`config.mk`:
```
export PLATFORM = sky130hd
export DESIGN_NAME = one_wire_bus_master
export DESIGN_NICKNAME = d
export VERILOG_FILES = /design/src/rtl/core/owbm_pkg.sv /design/src/rtl/core/one_wire_bus_master.sv
export SDC_FILE = /design/constraint.sdc
export NUM_CORES = 1
export LEC_CHECK = 0
export ABC_AREA = 1
export BUFFER_PORTS_ARGS = -buffer_cell sky130_fd_sc_hd__buf_2
export CAP_MARGIN = 25
export CORE_ASPECT_RATIO = 1.25
export CORE_MARGIN = 2
export CORE_UTILIZATION = 50
export CTS_CLUSTER_SIZE = 28
export DETAILED_ROUTE_END_ITERATION = 12
export GPL_TIMING_DRIVEN = 0
export PLACE_DENSITY = 0.67
export SKIP_CTS_REPAIR_TIMING = 1
export SYNTH_ARGS = -nofsm -noshare
export SYNTH_HDL_FRONTEND = slang
export SYNTH_SLANG_ARGS = --single-unit
```
`constraint.sdc`:
```
create_clock -name clk -period 4.4 [get_ports clk]
set_clock_uncertainty 0.2 [all_clocks]
set_input_delay 1.32 -clock clk [delete_from_list [all_inputs] [get_ports clk]]
set_output_delay 1.32 -clock clk [all_outputs]
set_load 0.05 [all_outputs]
```
`src/rtl/core/owbm_pkg.sv`:
```
// Types, codes and timing helpers shared by the 1-Wire bus master.
package owbm_pkg;

    localparam int TIMER_BITS = 16;
    localparam int REG_BITS = 16;
    localparam logic [32:0] TIMER_MAX = (33'd1 << TIMER_BITS) - 33'd1;

    typedef enum logic [2:0] {
        CMD_NONE       = 3'd0,
        CMD_RESET      = 3'd1,
        CMD_WRITE_BIT  = 3'd2,
        CMD_READ_BIT   = 3'd3,
        CMD_WRITE_BYTE = 3'd4,
        CMD_READ_BYTE  = 3'd5
    } cmd_t;

    typedef enum logic [2:0] {
        REG_RESET_LOW     = 3'd0,
        REG_PRESENCE_WAIT = 3'd1,
        REG_RESET_TAIL    = 3'd2,
        REG_WRITE_LOW     = 3'd3,
        REG_WRITE_HOLD    = 3'd4,
        REG_READ_LOW      = 3'd5,
        REG_READ_SAMPLE   = 3'd6,
        REG_READ_TAIL     = 3'd7
    } reg_index_t;

    typedef enum logic [8:0] {
        PH_IDLE     = 9'b000000001,
        PH_RST_LOW  = 9'b000000010,
        PH_RST_WAIT = 9'b000000100,
        PH_RST_TAIL = 9'b000001000,
        PH_WR_LOW   = 9'b000010000,
        PH_WR_HOLD  = 9'b000100000,
        PH_RD_LOW   = 9'b001000000,
        PH_RD_WAIT  = 9'b010000000,
        PH_RD_TAIL  = 9'b100000000
    } phase_t;

    typedef struct packed {
        logic [REG_BITS-1:0] reset_low;
        logic [REG_BITS-1:0] presence_wait;
        logic [REG_BITS-1:0] reset_tail;
        logic [REG_BITS-1:0] write_low;
        logic [REG_BITS-1:0] write_hold;
        logic [REG_BITS-1:0] read_low;
        logic [REG_BITS-1:0] read_sample;
        logic [REG_BITS-1:0] read_tail;
    } cfg_t;

    localparam cfg_t CFG_DEFAULT = '{
        reset_low:     16'd500,
        presence_wait: 16'd70,
        reset_tail:    16'd500,
        write_low:     16'd10,
        write_hold:    16'd50,
        read_low:      16'd5,
        read_sample:   16'd5,
        read_tail:     16'd50
    };

    // Tick count loaded on entry to a phase: zero counts as one, saturate to timer range.
    function automatic logic [TIMER_BITS-1:0] phase_len(cfg_t c, phase_t p);
        logic [REG_BITS-1:0] raw;
        logic [32:0] len;
        case (p)
            PH_RST_LOW:  raw = c.reset_low;
            PH_RST_WAIT: raw = c.presence_wait;
            PH_RST_TAIL: raw = c.reset_tail;
            PH_WR_LOW:   raw = c.write_low;
            PH_WR_HOLD:  raw = c.write_hold;
            PH_RD_LOW:   raw = c.read_low;
            PH_RD_WAIT:  raw = c.read_sample;
            PH_RD_TAIL:  raw = c.read_tail;
            default:     raw = REG_BITS'(1);
        endcase
        len = 33'(raw);
        if (len == 33'd0)
        begin
            len = 33'd1;
        end
        if (len > TIMER_MAX)
        begin
            len = TIMER_MAX;
        end
        return len[TIMER_BITS-1:0];
    endfunction

endpackage

```
`src/rtl/core/one_wire_bus_master.sv`:
```
// 1-Wire bus master: tick-driven slot timing, command decode and result buffering.
//
// Each request on the slave stream is one time-base tick carrying a command, transmit
// data and the sampled bus level; each produces exactly one result on the master
// stream with the drive state, busy, done, presence and received data. A request is
// taken each clock while the skid stage is empty: the whole tick update sits between the
// request and an output register, and a one-entry skid stage takes one more request
// while the output waits; only a full skid stage holds back s_tready. Commands start only
// when idle; all phase lengths come from the eight tick-count registers, which the user
// must write through cfg_we/cfg_index/cfg_data only while the bus is idle; not enforced.
module one_wire_bus_master (
    input  logic        clk,
    input  logic        rst_n,
    input  logic        cfg_we,
    input  logic [2:0]  cfg_index,
    input  logic [15:0] cfg_data,
    input  logic        s_tvalid,
    output logic        s_tready,
    input  logic [15:0] s_tdata,   // command[2:0], tx_data[10:3], line_level[11], zero fill
    output logic        m_tvalid,
    input  logic        m_tready,
    output logic [15:0] m_tdata    // drive_low[0], busy_res[1], done_res[2], presence[3],
                                   // rx_data[11:4], zero fill
);

    localparam int TB = owbm_pkg::TIMER_BITS;

    owbm_pkg::cfg_t   cfg_reg;
    owbm_pkg::phase_t phase_reg, phase_next;
    logic [TB-1:0]    tick_count_reg, tick_count_next;
    logic [2:0]       bit_index_reg, bit_index_next;
    logic [7:0]       shift_buffer_reg, shift_buffer_next;
    logic             byte_mode_reg, byte_mode_next;
    logic             presence_flag_reg, presence_flag_next;
    logic [7:0]       receive_buffer_reg, receive_buffer_next;

    logic             out_valid_reg, skid_valid_reg;
    logic [15:0]      out_data_reg, skid_data_reg;

    owbm_pkg::cmd_t   cmd;
    logic [7:0]       tx;
    logic             line;
    logic             start;
    owbm_pkg::phase_t ph_eff;
    logic [TB-1:0]    cnt_eff;
    logic             drive;
    logic             done;
    logic             accept;
    logic             out_free;
    logic [15:0]      result;

    assign cmd  = owbm_pkg::cmd_t'(s_tdata[2:0]);
    assign tx   = s_tdata[10:3];
    assign line = s_tdata[11];

    assign s_tready = !skid_valid_reg;
    assign accept   = s_tvalid && s_tready;
    assign out_free = !out_valid_reg || m_tready;
    assign m_tvalid = out_valid_reg;
    assign m_tdata  = out_data_reg;

    always_comb
    begin
        start = 1'b0;
        if (phase_reg == owbm_pkg::PH_IDLE)
        begin
            case (cmd)
                owbm_pkg::CMD_RESET,
                owbm_pkg::CMD_WRITE_BIT,
                owbm_pkg::CMD_READ_BIT,
                owbm_pkg::CMD_WRITE_BYTE,
                owbm_pkg::CMD_READ_BYTE: start = 1'b1;
                default:                 start = 1'b0;
            endcase
        end
    end

    always_comb
    begin
        ph_eff              = phase_reg;
        cnt_eff             = tick_count_reg;
        bit_index_next      = bit_index_reg;
        shift_buffer_next   = shift_buffer_reg;
        byte_mode_next      = byte_mode_reg;
        presence_flag_next  = presence_flag_reg;
        receive_buffer_next = receive_buffer_reg;
        drive               = 1'b0;
        done                = 1'b0;

        // command tick is the first tick of the first phase
        if (start)
        begin
            bit_index_next = 3'd0;
            byte_mode_next = (cmd == owbm_pkg::CMD_WRITE_BYTE) ||
                             (cmd == owbm_pkg::CMD_READ_BYTE);
            case (cmd)
                owbm_pkg::CMD_RESET:
                begin
                    ph_eff = owbm_pkg::PH_RST_LOW;
                end
                owbm_pkg::CMD_WRITE_BIT:
                begin
                    shift_buffer_next = {7'd0, tx[0]};
                    ph_eff = owbm_pkg::PH_WR_LOW;
                end
                owbm_pkg::CMD_WRITE_BYTE:
                begin
                    shift_buffer_next = tx;
                    ph_eff = owbm_pkg::PH_WR_LOW;
                end
                default:
                begin
                    receive_buffer_next = 8'd0;
                    ph_eff = owbm_pkg::PH_RD_LOW;
                end
            endcase
            cnt_eff = owbm_pkg::phase_len(cfg_reg, ph_eff);
        end

        phase_next      = ph_eff;
        tick_count_next = cnt_eff;

        if (ph_eff != owbm_pkg::PH_IDLE)
        begin
            case (ph_eff)
                owbm_pkg::PH_RST_LOW,
                owbm_pkg::PH_WR_LOW,
                owbm_pkg::PH_RD_LOW:  drive = 1'b1;
                owbm_pkg::PH_WR_HOLD: drive = !shift_buffer_next[bit_index_next];
                default:              drive = 1'b0;
            endcase

            if (cnt_eff != '0)
            begin
                tick_count_next = cnt_eff - TB'(1);
            end

            if (cnt_eff <= TB'(1))
            begin
                case (ph_eff)
                    owbm_pkg::PH_RST_LOW:
                    begin
                        phase_next = owbm_pkg::PH_RST_WAIT;
                    end
                    owbm_pkg::PH_RST_WAIT:
                    begin
                        presence_flag_next = !line;
                        phase_next = owbm_pkg::PH_RST_TAIL;
                    end
                    owbm_pkg::PH_RST_TAIL:
                    begin
                        phase_next = owbm_pkg::PH_IDLE;
                        done = 1'b1;
                    end
                    owbm_pkg::PH_WR_LOW:
                    begin
                        phase_next = owbm_pkg::PH_WR_HOLD;
                    end
                    owbm_pkg::PH_WR_HOLD:
                    begin
                        if (byte_mode_next && (bit_index_next != 3'd7))
                        begin
                            bit_index_next = bit_index_next + 3'd1;
                            phase_next = owbm_pkg::PH_WR_LOW;
                        end
                        else
                        begin
                            phase_next = owbm_pkg::PH_IDLE;
                            done = 1'b1;
                        end
                    end
                    owbm_pkg::PH_RD_LOW:
                    begin
                        phase_next = owbm_pkg::PH_RD_WAIT;
                    end
                    owbm_pkg::PH_RD_WAIT:
                    begin
                        if (line)
                        begin
                            receive_buffer_next[bit_index_next] = 1'b1;
                        end
                        phase_next = owbm_pkg::PH_RD_TAIL;
                    end
                    owbm_pkg::PH_RD_TAIL:
                    begin
                        if (byte_mode_next && (bit_index_next != 3'd7))
                        begin
                            bit_index_next = bit_index_next + 3'd1;
                            phase_next = owbm_pkg::PH_RD_LOW;
                        end
                        else
                        begin
                            phase_next = owbm_pkg::PH_IDLE;
                            done = 1'b1;
                        end
                    end
                    default:
                    begin
                        phase_next = owbm_pkg::PH_IDLE;
                    end
                endcase

                // fresh load on phase change; idle clears the count to zero
                if ((phase_next != owbm_pkg::PH_IDLE) && (phase_next != ph_eff || done))
                begin
                    tick_count_next = owbm_pkg::phase_len(cfg_reg, phase_next);
                end
                else if (phase_next == owbm_pkg::PH_IDLE)
                begin
                    tick_count_next = '0;
                end
                else
                begin
                    tick_count_next = owbm_pkg::phase_len(cfg_reg, phase_next);
                end
            end
        end
    end

    assign result = {4'd0, receive_buffer_next, presence_flag_next, done,
                     (phase_next != owbm_pkg::PH_IDLE), drive};

    always_ff @(posedge clk or negedge rst_n)
    begin
        if (!rst_n)
        begin
            cfg_reg <= owbm_pkg::CFG_DEFAULT;
        end
        else if (cfg_we)
        begin
            case (owbm_pkg::reg_index_t'(cfg_index))
                owbm_pkg::REG_RESET_LOW:     cfg_reg.reset_low     <= cfg_data;
                owbm_pkg::REG_PRESENCE_WAIT: cfg_reg.presence_wait <= cfg_data;
                owbm_pkg::REG_RESET_TAIL:    cfg_reg.reset_tail    <= cfg_data;
                owbm_pkg::REG_WRITE_LOW:     cfg_reg.write_low     <= cfg_data;
                owbm_pkg::REG_WRITE_HOLD:    cfg_reg.write_hold    <= cfg_data;
                owbm_pkg::REG_READ_LOW:      cfg_reg.read_low      <= cfg_data;
                owbm_pkg::REG_READ_SAMPLE:   cfg_reg.read_sample   <= cfg_data;
                owbm_pkg::REG_READ_TAIL:     cfg_reg.read_tail     <= cfg_data;
                default:                     cfg_reg <= cfg_reg;
            endcase
        end
    end

    always_ff @(posedge clk or negedge rst_n)
    begin
        if (!rst_n)
        begin
            phase_reg          <= owbm_pkg::PH_IDLE;
            tick_count_reg     <= '0;
            bit_index_reg      <= 3'd0;
            shift_buffer_reg   <= 8'd0;
            byte_mode_reg      <= 1'b0;
            presence_flag_reg  <= 1'b0;
            receive_buffer_reg <= 8'd0;
        end
        else if (accept)
        begin
            phase_reg          <= phase_next;
            tick_count_reg     <= tick_count_next;
            bit_index_reg      <= bit_index_next;
            shift_buffer_reg   <= shift_buffer_next;
            byte_mode_reg      <= byte_mode_next;
            presence_flag_reg  <= presence_flag_next;
            receive_buffer_reg <= receive_buffer_next;
        end
    end

    always_ff @(posedge clk or negedge rst_n)
    begin
        if (!rst_n)
        begin
            out_valid_reg  <= 1'b0;
            skid_valid_reg <= 1'b0;
        end
        else if (skid_valid_reg)
        begin
            if (m_tready)
            begin
                skid_valid_reg <= 1'b0;
            end
        end
        else if (accept)
        begin
            if (out_free)
            begin
                out_valid_reg <= 1'b1;
            end
            else
            begin
                skid_valid_reg <= 1'b1;
            end
        end
        else if (m_tready)
        begin
            out_valid_reg <= 1'b0;
        end
    end

    always_ff @(posedge clk)
    begin
        if (skid_valid_reg)
        begin
            if (m_tready)
            begin
                out_data_reg <= skid_data_reg;
            end
        end
        else if (accept)
        begin
            if (out_free)
            begin
                out_data_reg <= result;
            end
            else
            begin
                skid_data_reg <= result;
            end
        end
    end

`ifndef ASSERT_OFF
    a_skid_behind_out: assert property (@(posedge clk) disable iff (!rst_n)
        skid_valid_reg |-> out_valid_reg)
        else $error("skid entry without output entry");

    a_stall_to_skid: assert property (@(posedge clk) disable iff (!rst_n)
        (accept && out_valid_reg && !m_tready) |=> skid_valid_reg)
        else $error("stalled request result not held in skid");

    a_idle_count: assert property (@(posedge clk) disable iff (!rst_n)
        (phase_reg == owbm_pkg::PH_IDLE) |-> (tick_count_reg == '0))
        else $error("tick count left running in idle");

    a_bit_index_byte: assert property (@(posedge clk) disable iff (!rst_n)
        (bit_index_reg != 3'd0) |-> byte_mode_reg)
        else $error("bit index advanced outside byte mode");
`endif

endmodule
```
==> run metrics <==
status finished, final reports clean; clk buf depth 2; Power Density 592.6 mW/mm^2; H-tree depth 4; worst slew pin tran 1.019 ns; most used routing layer met2; P_int 4.193 mW; clock root buffer clkbuf_16; drt pass-1 iters 6; Final Hold Fails 0; Largest stage delay, worst path 0.26 ns; worst hold path class reg2reg; Synth area leaders dfrtp_1, nand2_1, o21ai_0; RePlAce Congestion 1.001; GR met2 Demand/Resource 53.07%; Total Routing Usage GR 31.95%; vias in the first global route 9696; drt drc 0; synth cell count leaders nand2_1, o21ai_0, dfrtp_1; most numerous cell in the Yosys netlist nand2_1; predominant post-synthesis flop cell dfrtp_1; VDD IR max 364.1 uV; Clk pwr share 21.0%; Max-cap violations 0; area of the core 0.02162 sq mm; Die Area 0.02329 sq mm; antenna-violating nets left 0; Flop pwr share 33.9%; # clock sinks 200; CP max FO 8; max reg flops 128; fmax 0.2294 GHz; fraction of post-synthesis cell area in the top cell type by area 33.55%; synthesized area per cell 7.645 sq um; register area share after synthesis 46.74%; gr ovfl total 0; Crit Path Category in2reg; Setup crit start s_tdata[2]; Setup crit end kind flip-flop; Yosys cell types 50; cells after synthesis 1444; initial antenna violation count 0; # diodes 0; final total power 7.670 mW; clk slew on worst S/H paths 0.08 ns; post-layout util 59.87%; clock latency on the worst-skew pair 0.45 ns; Final Cycle Share 99.05%; row cnt 60; Tmin final 4.358 ns; largest net degree at the start of global routing 105; WL per Instance 19.64 microns; slowest CP cell a21oi_4; Critical Path AT 4.55 ns; final WL 36080 microns; M1 GR Usage 38.50%; Yosys reg bits 200; synthesized cell area 0.01104 sq mm; leading area contributor after synthesis dfrtp_1; leak pwr 6.113 nW; Initial DRC Count 1001; Die Wd 136.9 microns; Post-synth EDFFs 24; synth-to-layout area growth 17.25%; CTS tree yes; Sw Share 45.33%; total negative slack 0 ns; IO Count 58; Async S/R FF share, synth 88.00%; TritonCTS Buffers 17; share of layout cells above drive strength 1 19.77%; fin. max-slew vios 0; HP Start cfg_reg[69]$_DFFE_PN0P_; die height 170.1 microns; Critical Path Start Type primary input; dpl hpwl 26740 microns; Yosys Warn Count 0; Relative slew margins 31.81%; Final nets 1589; Psw 3.477 mW; Logic pwr share 45.1%; grt met3 use 4.677%; Via density 5.633; RSZ-0062 raised after global routing true; Vias 10347; CP required 4.59 ns; r2r startpoint phase_reg[2]$_DFFE_PN0P_; first-pass GRT wire length 55130 microns; IO buf count 49; Starting Density 51.06%; CP dominant cell by count nand2_2; Setup-failing EPs final 0
## worst paths after layout
| check | to | slack (ns) | cells past startpoint |
|---|---|---|---|
| setup / recovery | tick_count_reg[9]$_DFFE_PN0P_ | 0.04 | 29 |
| hold / removal | cfg_reg[69]$_DFFE_PN0P_ | 0.29 | 2 |
| setup reg to reg | tick_count_reg[0]$_DFFE_PN0P_ | 0.54 | 24 |
| hold reg to reg | cfg_reg[69]$_DFFE_PN0P_ | 0.29 | 2 |
| max in group asynchronous | cfg_reg[82]$_DFFE_PN1P_ | 2.44 | 2 |
| min in group asynchronous | cfg_reg[70]$_DFFE_PN0P_ | 0.62 | 1 |
## placed cells by master, fill, tap and decap left out, drive strengths merged, types with 4 or more instances in the layout
cell type and n:
nor3b 4, o221ai 4, o22ai 7, ha 4, nand2 469, nor4 5, nor3 9, conb 4
clkbuf 54, nor2 140, nand4 43, a31oi 5, xor2 4, a21oi 36, o211ai 17, dfrtp 148
edfxtp 24, o21ai 197, dfstp 28, nand3 80, clkinv 7, inv 149, buf 107
## worst max-delay path, delay by kind of cell
kind	cells	cell delay, ns
simple gates	16	1.53
buf+inv	9	0.97
compound gates	3	0.58
fa+ha+maj	1	0.12
## metal layers
| layer | wire [microns] | vias up |
|---|---|---|
| met5 | 0 | - |
| met4 | 2662 | 0 |
| met3 | 2000 | 123 |
| met2 | 17540 | 401 |
| met1 | 13880 | 4902 |
| li1 | - | 4921 |
## per-stage QoR
| step | area [sq um] | cells | hold slack (ns) | worst slack (ns) |
|---|---|---|---|---|
| floorplan | 11050 | 1447 | 0.2414 | 0.09729 |
| global placement | 11640 | 1775 | 0.2586 | -1.084 |
| detailed placement | 11690 | 1777 | 0.2692 | -1.050 |
| CTS | 12280 | 1809 | 0.2886 | -0.5878 |
| global route | 12940 | 1837 | 0.3003 | -0.1472 |
| finish | 12940 | 1837 | 0.2912 | 0.04171 |
## kinds of logic after synthesis
group                    after synthesis  synth area share [%]
buffers and inverters                207                 7.741
adder cells (fa/ha/maj)                4                0.4534
AND/OR/NAND/NOR                      754                 30.77
XOR/XNOR                               5                0.3967
other                                  1               0.03397
AO/OA/AOI/OAI                        270                 13.59
flip-flops                           200                 46.74
multiplexers                           3                0.2720
## layout make-up
class	instances	area [sq um]
fill	2065	8677
multi-input combinational	1040	5363
sequential	200	5160
inverter	142	559.3
timing repair buffer	79	556.8
clock buffer	17	425.4
buffer	65	365.4
tap	279	349.1
clock inverter	15	165.2
## power by group through the flow
stage                     Sequential [mW]  Clock, mW  Combinational (mW)
after floorplan                      2.65          0                2.24
after global placement               2.61          0                3.10
after detailed placement             2.62          0                3.14
after CTS                            2.59       1.62                3.15
after global routing                 2.64       1.70                3.81
final                                2.60       1.61                3.46
Power figures use the tool's default switching activity.
